`config.mk`:
```
export PLATFORM = sky130hd
export DESIGN_NAME = multilevel_queue_scheduler
export DESIGN_NICKNAME = d
export VERILOG_FILES = /design/src/sv/mlqs_pkg.sv /design/src/sv/mlqs_ram.sv /design/src/sv/multilevel_queue_scheduler.sv
export SDC_FILE = /design/constraint.sdc
export NUM_CORES = 1
export LEC_CHECK = 0
export ABC_AREA = 1
export BUFFER_PORTS_ARGS = -buffer_cell sky130_fd_sc_hd__buf_4
export CELL_PAD_IN_SITES_DETAIL_PLACEMENT = 0
export CELL_PAD_IN_SITES_GLOBAL_PLACEMENT = 2
export CORE_MARGIN = 2
export CORE_UTILIZATION = 41
export DETAILED_ROUTE_END_ITERATION = 10
export PLACE_DENSITY_LB_ADDON = 0.1
export SLEW_MARGIN = 20
export SYNTH_ARGS = -nofsm -noshare
export SYNTH_HDL_FRONTEND = slang
export SYNTH_SLANG_ARGS = --single-unit
```
`constraint.sdc`:
```
create_clock -name clock -period 6.1 [get_ports clock]
set_input_delay 1.22 -clock clock [delete_from_list [all_inputs] [get_ports clock]]
set_output_delay 1.22 -clock clock [all_outputs]
set_load 0.1 [all_outputs]
```
`src/sv/mlqs_pkg.sv`:
```
// Package: types and constants for the multilevel queue scheduler.
package mlqs_pkg;

   localparam int MAX_PROCS_DEF  = 16;
   localparam int NUM_QUEUES_DEF = 4;
   localparam int PID_W          = 4;
   localparam int QID_W          = 2;
   localparam int BURST_W        = 16;
   localparam int TIME_W         = 32;
   localparam int CSR_IDX_W      = 2;
   localparam int CSR_DATA_W     = 32;

   localparam logic [CSR_IDX_W-1:0] CSR_QUEUES   = 2'd0;
   localparam logic [CSR_IDX_W-1:0] CSR_POLICIES = 2'd1;
   localparam logic [CSR_IDX_W-1:0] CSR_SLICES   = 2'd2;

   localparam logic OP_ARRIVE = 1'b0;
   localparam logic OP_TICK   = 1'b1;

   localparam logic [1:0] POL_RR    = 2'd0;
   localparam logic [1:0] POL_SJF   = 2'd1;
   localparam logic [1:0] POL_SRTN  = 2'd2;
   localparam logic [1:0] POL_SPARE = 2'd3;   // treated as round robin

   typedef struct packed {
      logic                opcode;
      logic [PID_W-1:0]    proc_id;
      logic [QID_W-1:0]    queue_id;
      logic [BURST_W-1:0]  burst;
   } req_type;

   typedef struct packed {
      logic [TIME_W-1:0]   tick_time;
      logic                busy_res;
      logic [PID_W-1:0]    ran_proc;
      logic [QID_W-1:0]    ran_queue;
      logic                finished;
      logic                all_done;
   } rsp_type;

   // start/busy/done control bundle; no module in this project uses this type
   typedef struct packed {
      logic start;
      logic busy;
      logic done;
   } scan_ctl_type;

endpackage

```
`src/sv/mlqs_ram.sv`:
```
// Generic single-port-write, single-read RAM with registered read data.
module mlqs_ram #(
   parameter int WIDTH = 8,
   parameter int DEPTH = 16
) (
   input  logic                     clock,
   input  logic                     wr_en,
   input  logic [$clog2(DEPTH)-1:0] wr_addr,
   input  logic [WIDTH-1:0]         wr_data,
   input  logic [$clog2(DEPTH)-1:0] rd_addr,
   output logic [WIDTH-1:0]         rd_data
);

   logic [WIDTH-1:0] mem_ff [DEPTH];
   logic [WIDTH-1:0] rd_data_ff;

   always_ff @(posedge clock) begin
      if (wr_en) begin
         mem_ff[wr_addr] <= wr_data;
      end
      rd_data_ff <= mem_ff[rd_addr];
   end

   assign rd_data = rd_data_ff;

endmodule

```
`src/sv/multilevel_queue_scheduler.sv`:
```
// Top level: multilevel queue scheduler with sequencer over shared RAMs and one comparator.
//
// Usage:
//   req_ channel: raise start with req_data; the beat is taken when start is high and
//   busy is low. Opcode 0 is an arrival (proc, queue, burst), opcode 1 a time tick.
//   rsp_ channel: each tick yields one result beat, shown on rsp_data for one cycle
//   with rsp_valid high. The receiver cannot stall; it must take the beat.
//   csr_ port: csr_we, csr_idx, csr_wdata write queues_in_use (0), queue_policies (1)
//   or queue_slices (2), one per write; write only while busy is low.
// Sequencing:
//   An arrival keeps busy high for 1 cycle after its accepting edge. A tick walks ready
//   lists through one RAM read port and one shared 16-bit comparator; each list entry
//   takes a pid read, then a remaining-time read, and removal shifts one entry at a
//   time. The result beat appears in the cycle busy drops.
// Reset:
//   Synchronous active-high reset clears counts, flags, run state and time; the
//   RAM contents are left undefined and are read only below the counts.
module multilevel_queue_scheduler
   import mlqs_pkg::*;
#(
   parameter int MAX_PROCS  = MAX_PROCS_DEF,
   parameter int NUM_QUEUES = NUM_QUEUES_DEF
) (
   input  logic                  clock,
   input  logic                  reset,
   input  logic                  start,
   output logic                  busy,
   input  req_type               req_data,
   output logic                  rsp_valid,
   output rsp_type               rsp_data,
   input  logic                  csr_we,
   input  logic [CSR_IDX_W-1:0]  csr_idx,
   input  logic [CSR_DATA_W-1:0] csr_wdata
);

   localparam int PW  = $clog2(MAX_PROCS);
   localparam int QW  = (NUM_QUEUES > 1) ? $clog2(NUM_QUEUES) : 1;
   localparam int CW  = $clog2(MAX_PROCS + 1);
   localparam int EW  = QW + PW;
   localparam int ED  = 2 ** EW;
   localparam int NQW = $clog2(NUM_QUEUES + 1);

   localparam logic [4:0] S_IDLE   = 5'd0;
   localparam logic [4:0] S_ARR    = 5'd1;
   localparam logic [4:0] S_PRE0   = 5'd2;
   localparam logic [4:0] S_SCAN_A = 5'd3;
   localparam logic [4:0] S_SCAN_B = 5'd4;
   localparam logic [4:0] S_SCAN_C = 5'd5;
   localparam logic [4:0] S_PRE1   = 5'd6;
   localparam logic [4:0] S_PRE2   = 5'd7;
   localparam logic [4:0] S_DISP   = 5'd8;
   localparam logic [4:0] S_REM_A  = 5'd9;
   localparam logic [4:0] S_REM_B  = 5'd10;
   localparam logic [4:0] S_RUN0   = 5'd11;
   localparam logic [4:0] S_RUN1   = 5'd12;
   localparam logic [4:0] S_QUANT  = 5'd13;
   localparam logic [4:0] S_OUT    = 5'd14;
   localparam logic [4:0] S_APP    = 5'd15;
   localparam logic [4:0] S_RT_A   = 5'd16;
   localparam logic [4:0] S_RT_B   = 5'd17;

   // config
   logic [2:0]  qin_ff;
   logic [7:0]  pol_ff;
   logic [31:0] slc_ff;

   always_ff @(posedge clock) begin
      if (reset) begin
         qin_ff <= 3'd4;
         pol_ff <= 8'd0;
         slc_ff <= 32'h0404_0404;
      end else if (csr_we) begin
         case (csr_idx)
            CSR_QUEUES:   qin_ff <= csr_wdata[2:0];
            CSR_POLICIES: pol_ff <= csr_wdata[7:0];
            CSR_SLICES:   slc_ff <= csr_wdata;
            default: ;
         endcase
      end
   end

   logic [NQW-1:0] nq;
   always_comb begin
      if (qin_ff == 3'd0) begin
         nq = NQW'(1);
      end else if (32'(qin_ff) > NUM_QUEUES) begin
         nq = NQW'(NUM_QUEUES);
      end else begin
         nq = NQW'(qin_ff);
      end
   end

   function automatic logic [1:0] pol_of(input logic [7:0] p, input logic [QW-1:0] q);
      logic [1:0] r;
      r = 2'd0;
      if (32'(q) < 4) begin
         r = 2'(p >> (2 * int'(q)));
      end
      return r;
   endfunction

   function automatic logic [7:0] slc_of(input logic [31:0] s, input logic [QW-1:0] q);
      logic [7:0] r;
      r = 8'd0;
      if (32'(q) < 4) begin
         r = 8'(s >> (8 * int'(q)));
      end
      return r;
   endfunction

   // state
   logic [4:0]     st_ff, st_in;
   logic [MAX_PROCS-1:0] act_ff, act_in;
   logic [CW-1:0]  cnt_ff [NUM_QUEUES];
   logic [CW-1:0]  cnt_in [NUM_QUEUES];
   logic [PW-1:0]  rp_ff, rp_in;
   logic           rv_ff, rv_in;
   logic [QW-1:0]  crq_ff, crq_in;
   logic           rqv_ff, rqv_in;
   logic [QW-1:0]  rot_ff, rot_in;
   logic [7:0]     qu_ff, qu_in;
   logic [TIME_W-1:0] tm_ff, tm_in;
   // work registers
   req_type        rq_ff, rq_in;
   logic [QW-1:0]  sq_ff, sq_in;       // queue being scanned
   logic [NQW-1:0] si_ff, si_in;       // rotation step
   logic [QW-1:0]  rm_ff, rm_in;       // rotation start reduced below the queue count
   logic [CW-1:0]  pos_ff, pos_in;     // list position
   logic [CW-1:0]  best_ff, best_in;
   logic [BURST_W-1:0] bt_ff, bt_in;   // best remaining time
   logic [PW-1:0]  bp_ff, bp_in;       // best pid
   logic           pre_ff, pre_in;     // scan is for preemption
   logic [BURST_W-1:0] rrt_ff, rrt_in; // running proc remaining
   logic [PW-1:0]  ap_ff, ap_in;       // pid to append after removal
   logic           apv_ff, apv_in;
   logic           ov_ff, ov_in;
   rsp_type        od_ff, od_in;

   // memories
   logic           ew, rw;
   logic [EW-1:0]  ewa, era;
   logic [PW-1:0]  ewd, erd;
   logic [PW-1:0]  rwa, rra;
   logic [BURST_W-1:0] rwd, rrd;

   mlqs_ram #(.WIDTH(PW), .DEPTH(ED)) u_entries (
      .clock(clock), .wr_en(ew), .wr_addr(ewa), .wr_data(ewd),
      .rd_addr(era), .rd_data(erd)
   );

   mlqs_ram #(.WIDTH(BURST_W), .DEPTH(MAX_PROCS)) u_remain (
      .clock(clock), .wr_en(rw), .wr_addr(rwa), .wr_data(rwd),
      .rd_addr(rra), .rd_data(rrd)
   );

   function automatic logic [EW-1:0] ea(input logic [QW-1:0] q, input logic [CW-1:0] p);
      return {q, p[PW-1:0]};
   endfunction

   // shared comparator
   logic [BURST_W-1:0] cmp_a, cmp_b;
   logic               cmp_lt;
   assign cmp_lt = cmp_a < cmp_b;

   logic [CW-1:0] scnt;
   logic [NQW-1:0] rot_sum;
   logic [QW-1:0]  rot_nxt;

   always_comb begin
      st_in = st_ff; act_in = act_ff; cnt_in = cnt_ff;
      rp_in = rp_ff; rv_in = rv_ff; crq_in = crq_ff; rqv_in = rqv_ff;
      rot_in = rot_ff; qu_in = qu_ff; tm_in = tm_ff; rq_in = rq_ff;
      sq_in = sq_ff; si_in = si_ff; rm_in = rm_ff; pos_in = pos_ff; best_in = best_ff;
      bt_in = bt_ff; bp_in = bp_ff; pre_in = pre_ff; rrt_in = rrt_ff;
      ap_in = ap_ff; apv_in = apv_ff; ov_in = 1'b0; od_in = od_ff;
      ew = 1'b0; ewa = ea(sq_ff, pos_ff); ewd = erd;
      rw = 1'b0; rwa = rp_ff; rwd = rrt_ff;
      era = ea(sq_ff, pos_ff); rra = erd;
      cmp_a = rrd; cmp_b = bt_ff;
      scnt = cnt_ff[sq_ff];
      rot_sum = NQW'(rm_ff) + si_ff;
      rot_nxt = (rot_sum >= nq) ? QW'(rot_sum - nq) : QW'(rot_sum);
      case (st_ff)
         S_IDLE: begin
            if (start) begin
               rq_in = req_data;
               if (req_data.opcode == OP_ARRIVE) begin
                  st_in = S_ARR;
               end else begin
                  st_in = S_PRE0;
               end
            end
         end
         S_ARR: begin
            if (32'(rq_ff.queue_id) < 32'(nq) && 32'(rq_ff.proc_id) < MAX_PROCS
                && rq_ff.burst != '0 && !act_ff[PW'(rq_ff.proc_id)]) begin
               act_in[PW'(rq_ff.proc_id)] = 1'b1;
               rw = 1'b1; rwa = PW'(rq_ff.proc_id); rwd = rq_ff.burst;
               ew = 1'b1;
               ewa = ea(QW'(rq_ff.queue_id), cnt_ff[QW'(rq_ff.queue_id)]);
               ewd = PW'(rq_ff.proc_id);
               cnt_in[QW'(rq_ff.queue_id)] = cnt_ff[QW'(rq_ff.queue_id)] + 1'b1;
            end
            st_in = S_IDLE;
         end
         S_PRE0: begin
            // fetch running remaining time, then decide on preemption scan
            rra = rp_ff;
            si_in = '0;
            rm_in = rot_ff;
            if (rv_ff && rqv_ff && pol_of(pol_ff, crq_ff) == POL_SRTN
                && cnt_ff[crq_ff] != '0) begin
               pre_in = 1'b1; sq_in = crq_ff; pos_in = '0;
               st_in = S_RT_A;
            end else begin
               pre_in = 1'b0;
               st_in = S_DISP;
            end
         end
         S_RT_A: begin
            rrt_in = rrd;
            era = ea(sq_ff, '0);
            st_in = S_SCAN_A;
         end
         S_DISP: begin
            // rotation step si_ff
            if (NQW'(rm_ff) >= nq) begin
               rm_in = QW'(NQW'(rm_ff) - nq);
            end else if (rv_ff) begin
               st_in = S_RUN0;
            end else if (si_ff >= nq) begin
               st_in = S_QUANT;
            end else begin
               sq_in = rot_nxt;
               scnt = cnt_ff[rot_nxt];
               if (scnt == '0) begin
                  si_in = si_ff + 1'b1;
               end else begin
                  rot_in = rot_nxt;
                  rm_in = rot_nxt;
                  pos_in = '0;
                  best_in = '0;
                  era = ea(rot_nxt, '0);
                  if (pol_of(pol_ff, rot_nxt) == POL_SJF
                      || pol_of(pol_ff, rot_nxt) == POL_SRTN) begin
                     st_in = S_SCAN_A;
                  end else begin
                     st_in = S_SCAN_C;
                  end
               end
            end
         end
         S_SCAN_A: begin
            // erd holds pid at pos_ff; read its remaining time
            rra = erd;
            bp_in = (pos_ff == '0) ? erd : bp_ff;
            ap_in = erd;
            st_in = S_SCAN_B;
         end
         S_SCAN_B: begin
            cmp_a = rrd; cmp_b = bt_ff;
            if (pos_ff == '0 || cmp_lt) begin
               bt_in = rrd; best_in = pos_ff; bp_in = ap_ff;
            end
            if (pos_ff + 1'b1 < cnt_ff[sq_ff]) begin
               pos_in = pos_ff + 1'b1;
               era = ea(sq_ff, pos_ff + 1'b1);
               st_in = S_SCAN_A;
            end else if (pre_ff) begin
               st_in = S_PRE1;
            end else begin
               st_in = S_SCAN_C;
            end
         end
         S_SCAN_C: begin
            // dispatch chosen entry: FIFO head (erd) or best
            if (pol_of(pol_ff, sq_ff) == POL_SJF || pol_of(pol_ff, sq_ff) == POL_SRTN) begin
               rp_in = bp_ff;
               pos_in = best_ff;
            end else begin
               rp_in = erd;
               pos_in = '0;
            end
            rv_in = 1'b1;
            if (!rqv_ff || crq_ff != sq_ff) begin
               qu_in = '0;
            end
            crq_in = sq_ff; rqv_in = 1'b1;
            apv_in = 1'b0;
            era = ea(sq_ff, (pol_of(pol_ff, sq_ff) == POL_SJF
                   || pol_of(pol_ff, sq_ff) == POL_SRTN) ? best_ff + 1'b1 : CW'(1));
            st_in = S_REM_A;
         end
         S_PRE1: begin
            cmp_a = bt_ff; cmp_b = rrt_ff;
            if (cmp_lt) begin
               ap_in = rp_ff; apv_in = 1'b1;
               rp_in = bp_ff;
               pos_in = best_ff;
               era = ea(sq_ff, best_ff + 1'b1);
               st_in = S_REM_A;
            end else begin
               st_in = S_DISP;
            end
         end
         S_REM_A: begin
            // shift entries down: entry pos+1 is being read
            era = ea(sq_ff, pos_ff + 1'b1);
            st_in = S_REM_B;
            if (pos_ff + 1'b1 >= cnt_ff[sq_ff]) begin
               cnt_in[sq_ff] = cnt_ff[sq_ff] - 1'b1;
               st_in = apv_ff ? S_APP : S_RUN0;
            end
         end
         S_REM_B: begin
            ew = 1'b1; ewa = ea(sq_ff, pos_ff); ewd = erd;
            pos_in = pos_ff + 1'b1;
            era = ea(sq_ff, pos_ff + 2'd2);
            st_in = S_REM_A;
         end
         S_APP: begin
            ew = 1'b1; ewa = ea(sq_ff, cnt_ff[sq_ff]); ewd = ap_ff;
            cnt_in[sq_ff] = cnt_ff[sq_ff] + 1'b1;
            apv_in = 1'b0;
            st_in = S_DISP;
         end
         S_RUN0: begin
            rra = rp_ff;
            st_in = S_RUN1;
         end
         S_RUN1: begin
            rw = 1'b1; rwa = rp_ff; rwd = rrd - 1'b1;
            od_in.busy_res = 1'b1;
            od_in.ran_proc = PID_W'(rp_ff);
            od_in.ran_queue = QID_W'(crq_ff);
            od_in.finished = 1'b0;
            if (rrd == BURST_W'(1)) begin
               od_in.finished = 1'b1;
               act_in[rp_ff] = 1'b0;
               rv_in = 1'b0;
            end
            st_in = S_QUANT;
         end
         S_QUANT: begin
            if (rqv_ff) begin
               qu_in = qu_ff + 1'b1;
               if (qu_ff + 1'b1 >= slc_of(slc_ff, crq_ff)) begin
                  if (rv_ff) begin
                     ew = 1'b1; ewa = ea(crq_ff, cnt_ff[crq_ff]); ewd = rp_ff;
                     cnt_in[crq_ff] = cnt_ff[crq_ff] + 1'b1;
                     rv_in = 1'b0;
                  end
                  rot_in = (NQW'(rm_ff) + 1'b1 >= nq) ? '0 : rm_ff + 1'b1;
                  rqv_in = 1'b0;
               end
            end
            st_in = S_OUT;
         end
         S_OUT: begin
            ov_in = 1'b1;
            od_in.tick_time = tm_ff;
            od_in.all_done = (act_ff == '0);
            tm_in = tm_ff + 1'b1;
            st_in = S_IDLE;
         end
         default: st_in = S_IDLE;
      endcase
      if (st_ff == S_PRE0 || (st_ff == S_IDLE && start)) begin
         od_in.busy_res = 1'b0; od_in.ran_proc = '0;
         od_in.ran_queue = '0; od_in.finished = 1'b0;
      end
   end

   always_ff @(posedge clock) begin
      if (reset) begin
         st_ff <= S_IDLE; act_ff <= '0;
         for (int i = 0; i < NUM_QUEUES; i++) cnt_ff[i] <= '0;
         rp_ff <= '0; rv_ff <= 1'b0; crq_ff <= '0; rqv_ff <= 1'b0;
         rot_ff <= '0; qu_ff <= '0; tm_ff <= '0; ov_ff <= 1'b0;
         apv_ff <= 1'b0; pre_ff <= 1'b0; si_ff <= '0;
      end else begin
         st_ff <= st_in; act_ff <= act_in; cnt_ff <= cnt_in;
         rp_ff <= rp_in; rv_ff <= rv_in; crq_ff <= crq_in; rqv_ff <= rqv_in;
         rot_ff <= rot_in; qu_ff <= qu_in; tm_ff <= tm_in; ov_ff <= ov_in;
         apv_ff <= apv_in; pre_ff <= pre_in; si_ff <= si_in;
      end
      rq_ff <= rq_in; sq_ff <= sq_in; pos_ff <= pos_in; best_ff <= best_in;
      bt_ff <= bt_in; bp_ff <= bp_in; rrt_ff <= rrt_in; ap_ff <= ap_in;
      od_ff <= od_in; rm_ff <= rm_in;
   end

   assign busy      = (st_ff != S_IDLE);
   assign rsp_valid = ov_ff;
   assign rsp_data  = od_ff;

`ifndef SYNTHESIS
   a_rsp_one: assert property (@(posedge clock) disable iff (reset)
      rsp_valid |-> !$past(rsp_valid)) else $error("result beat repeated");
   a_busy_run: assert property (@(posedge clock) disable iff (reset)
      (rsp_valid && rsp_data.busy_res) |-> rsp_data.all_done == 1'b0
      || rsp_data.finished) else $error("ran with nothing active");
   a_idle_fields: assert property (@(posedge clock) disable iff (reset)
      (rsp_valid && !rsp_data.busy_res) |-> (rsp_data.ran_proc == '0
      && !rsp_data.finished)) else $error("idle tick reports process");
   a_arrival_quiet: assert property (@(posedge clock) disable iff (reset)
      (st_ff == S_ARR) |=> !rsp_valid) else $error("arrival produced result");
`endif

endmodule

```
==> results.cfg <==
[outcome]
status = finished, final reports clean

[pwr]
power.share.switching_pct = 37.7
clkPwrFrac_pct = 30.4
p_seq_share_pct = 37.1
irDropWorstVdd_mv = 0.298
switchingPower_mw = 6.95
p_int_mw = 11.5
p_per_area_nw_per_um2 = 438
comb_power_share_pct = 32.5
p_leak_nw = 15.6

[global_routing]
grt_pass1_vias = 28000
antenna_found_initial = 1
grt_util_all_layers_pct = 24.3
grt_max_degree = 121
grt_pass1_wl_um = 169000
grt-ovfl-total = 0

[critical_path]
crit_chain = inv_1, nor2_1, inv_1, o221ai_1, ha_1, inv_1, a21oi_1, o21ai_0, nand2_1, o2111ai_1, nand2_1, o21ai_0, a21oi_1, a21oi_1, nand4_1, o21ai_0, inv_1, and2_1, nand3_1, nor2_1
cp_slowest_cell = nor2_1
crit_arrival_ns = 5.85
cpMostUsedCell = inv_1
critPathMaxFanout = 14
endpoint_kind = flip-flop
start_kind = flip-flop
path_class = flip-flop to flip-flop
cpPeakStageDelay_ns = 0.84
required_ns = 6.42

[timing]
setup_tns_ns = 0
worst_pin_slew_ns = 1.12
hold_viol = 0
slew_violations = 0
finalCriticalPeriod_ns = 5.53
post-route-period-util_pct = 90.7
rsz0062_at_grt = no
slew_headroom_pct = 25.4
hold_slack_ns = 0.451
setup_viol = 0
fmax_mhz = 181
skew_ns = 0.0321

[synthesis]
synth_cells = 3769
seq_area_frac_synth_pct = 59.8
synth_top_family_by_area = simple AND/OR/NAND/NOR gates
synth-simple-area-share_pct = 18.8
synth-seq-cells = 789
synth_nets = 3887
synth_xor_area_share_pct = 0.786
synth-main-ff-cell = edfxtp_1
async_reset_ff_share_pct = 0
netlist_area_um2 = 36800
ys_warn_count = 0
synth_edf_count = 621
avgSynthCellArea_um2 = 9.76
muxShareOfSynthArea_pct = 0
synthAdderAreaFrac_pct = 1.96
synth_cell_type_count = 58
synth-compound-area-share_pct = 11.9

[floorplan]
start_util_pct = 41.5
io_pins = 104
die_w_um = 304
dieArea_um2 = 92100
die_y_um = 304
row_count = 109
core_um2 = 88600

[cells_and_area]
diodes = 0
fin_nets = 3986
nFillCells = 8301
final_cells = 5109
drive_gt1_share_pct = 9.89
syn_to_final_growth_pct = 14.4

[clock_tree]
clkSlewWorstSetupHoldPaths_ns = 0.06
clk_latency_ns = 0.68
max-clock-path-buffers = 3
post_cts_buffers = 0
ctsHoldBuffers = 0
cts-root-buf = clkbuf_16
cts_resized = 0
tritoncts = built
htreeDepth = 3
cts_made_buffers = 89
clock-sinks = 789

[route]
drt-initial-drc-count = 2419
wirelength_um = 112000
num_vias = 28100
remaining_drc_errors = 0
ant_nets = 0
dr.pass1.iters = 5
vias_per_cell = 5.49
wl_per_cell_um = 21.9

[placed_design]
dp_hpwl_um = 73900
dp.cells = 4942
globalplace.congestion = 0.865
io_buffers = 103

[flow_run]
maxCapViolCount = 0

[hold_path]
hold_path.class = flip-flop to flip-flop
final cells by class:
class / count / area (um2) / share of cell area, %
Clock buffer: 115 / 2400 / 5.69
Clock inverter: 52 / 669 / 1.59
Inverter: 455 / 1710 / 4.07
Multi-Input combinational cell: 2356 / 12400 / 29.5
Sequential cell: 789 / 22000 / 52.3
Tap cell: 1165 / 1460 / 3.46
Timing Repair Buffer: 177 / 1400 / 3.34
metrics by stage:
step | worst slack [ns] | util, % | instance area, um2 | power, mW
6_report | 0.566 | 47.5 | 42100 | 18.4
5_1_grt | 0.0609 | 47.5 | 42100 | 19.4
4_1_cts | 0.550 | 47.5 | 42100 | 18.6
3_5_place_dp | 0.584 | 44.0 | 39000 | 12.9
3_3_place_gp | 0.804 | 44.0 | 39000 | 12.9
2_1_floorplan | 1.22 | - | 36800 | 10.7
worst max-delay path, delay by kind of cell, from the launching register on:
kind,cells,cell delay (ns)
AO/OA/AOI/OAI,8,1.32
adder cells (fa/ha/maj),1,0.18
flip-flops,1,0.40
buffers and inverters,4,0.66
AND/OR/NAND/NOR,7,2.62
cell usage after synthesis, drive strengths merged (31+ instances only):
cell type | n | share of area, %
a21oi | 175 | 2.4
o221ai | 57 | 1.4
o21ai | 340 | 4.7
nand2 | 543 | 5.6
nor2 | 389 | 4.1
o211ai | 34 | 0.69
o22ai | 59 | 1.0
nand3b | 100 | 2.0
nor3 | 31 | 0.50
nand3 | 398 | 5.5
ha | 56 | 1.9
edfxtp | 621 | 51
buf | 69 | 1.0
inv | 448 | 4.6
clkbuf | 100 | 1.0
dfxtp | 168 | 9.1
placed cells by master (no fill, tap or decap), types with 7 or more instances in the layout:
cell type and instances:
o21a_1 9, nor2_1 363, xor2_1 27, nor3_2 7
o22ai_1 58, dfxtp_1 168, clkbuf_1 20, o221ai_1 57
buf_4 171, nor4_1 18, nand2_1 537, clkinv_2 16
a211oi_1 9, nor2_2 21, inv_2 14, o21ai_0 330
nand4_1 27, nand3_1 390, nand3_2 8, bufinv_16 13
o2111ai_1 10, nand3b_1 100, edfxtp_1 621, clkinv_1 20
a221oi_1 19, nor3_1 24, clkbuf_16 90, ha_1 56
inv_1 432, a21oi_1 175, o211ai_1 34
state kept, by name, indices dropped and copies added, names as in the netlist, 4 cells and up, named ones only:
register,flops
slc_ff,32
u_entries.rd_data,4
tm_ff,32
rp_ff,4
ap_ff,4
act_ff,16
st_ff,5
bt_ff,16
pos_ff,5
u_remain.rd_data,16
pol_ff,8
u_entries.mem_ff,256
rq_ff,22
best_ff,5
bp_ff,4
u_remain.mem_ff,256
rrt_ff,16
rsp_data,41
qu_ff,8
power groups by stage:
stage	sequential (mW)	combinational, mW	clock, mW
2_1_floorplan	6.83	3.86	0
3_3_place_gp	6.94	5.93	0
3_5_place_dp	6.94	5.99	0
4_1_cts	6.83	6.01	5.71
5_1_grt	6.86	6.61	5.91
6_report	6.83	5.98	5.61
cell families after synthesis:
family,count (synthesis)
compound gates,746
xor+xnor,33
fa+ha+maj,57
buf+inv,624
flops,789
simple gates,1520
final timing paths:
check                               start                      end  slack (ns)  cells after the start
worst min register to register  tm_ff[31]             rsp_data[40]        0.45                      0
worst max-delay path            crq_ff[1]  u_entries.mem_ff[27][1]        0.57                     20
worst max register to register  crq_ff[1]  u_entries.mem_ff[27][1]        0.57                     20
worst min-delay path            tm_ff[31]             rsp_data[40]        0.45                      0
routing by layer:
layer | part of all wire, % | track usage [%] | vias to the layer above | wire length (um)
met2 | 47 | 40.7 | 802 | 53200
met3 | 5.1 | 3.83 | 211 | 5760
met4 | 4.2 | 10.0 | 0 | 4660
met5 | 0 | 0 | - | 0
li1 | - | - | 13400 | -
met1 | 43 | 31.3 | 13600 | 48400
No activity file was read; power rests on OpenSTA's default activity.
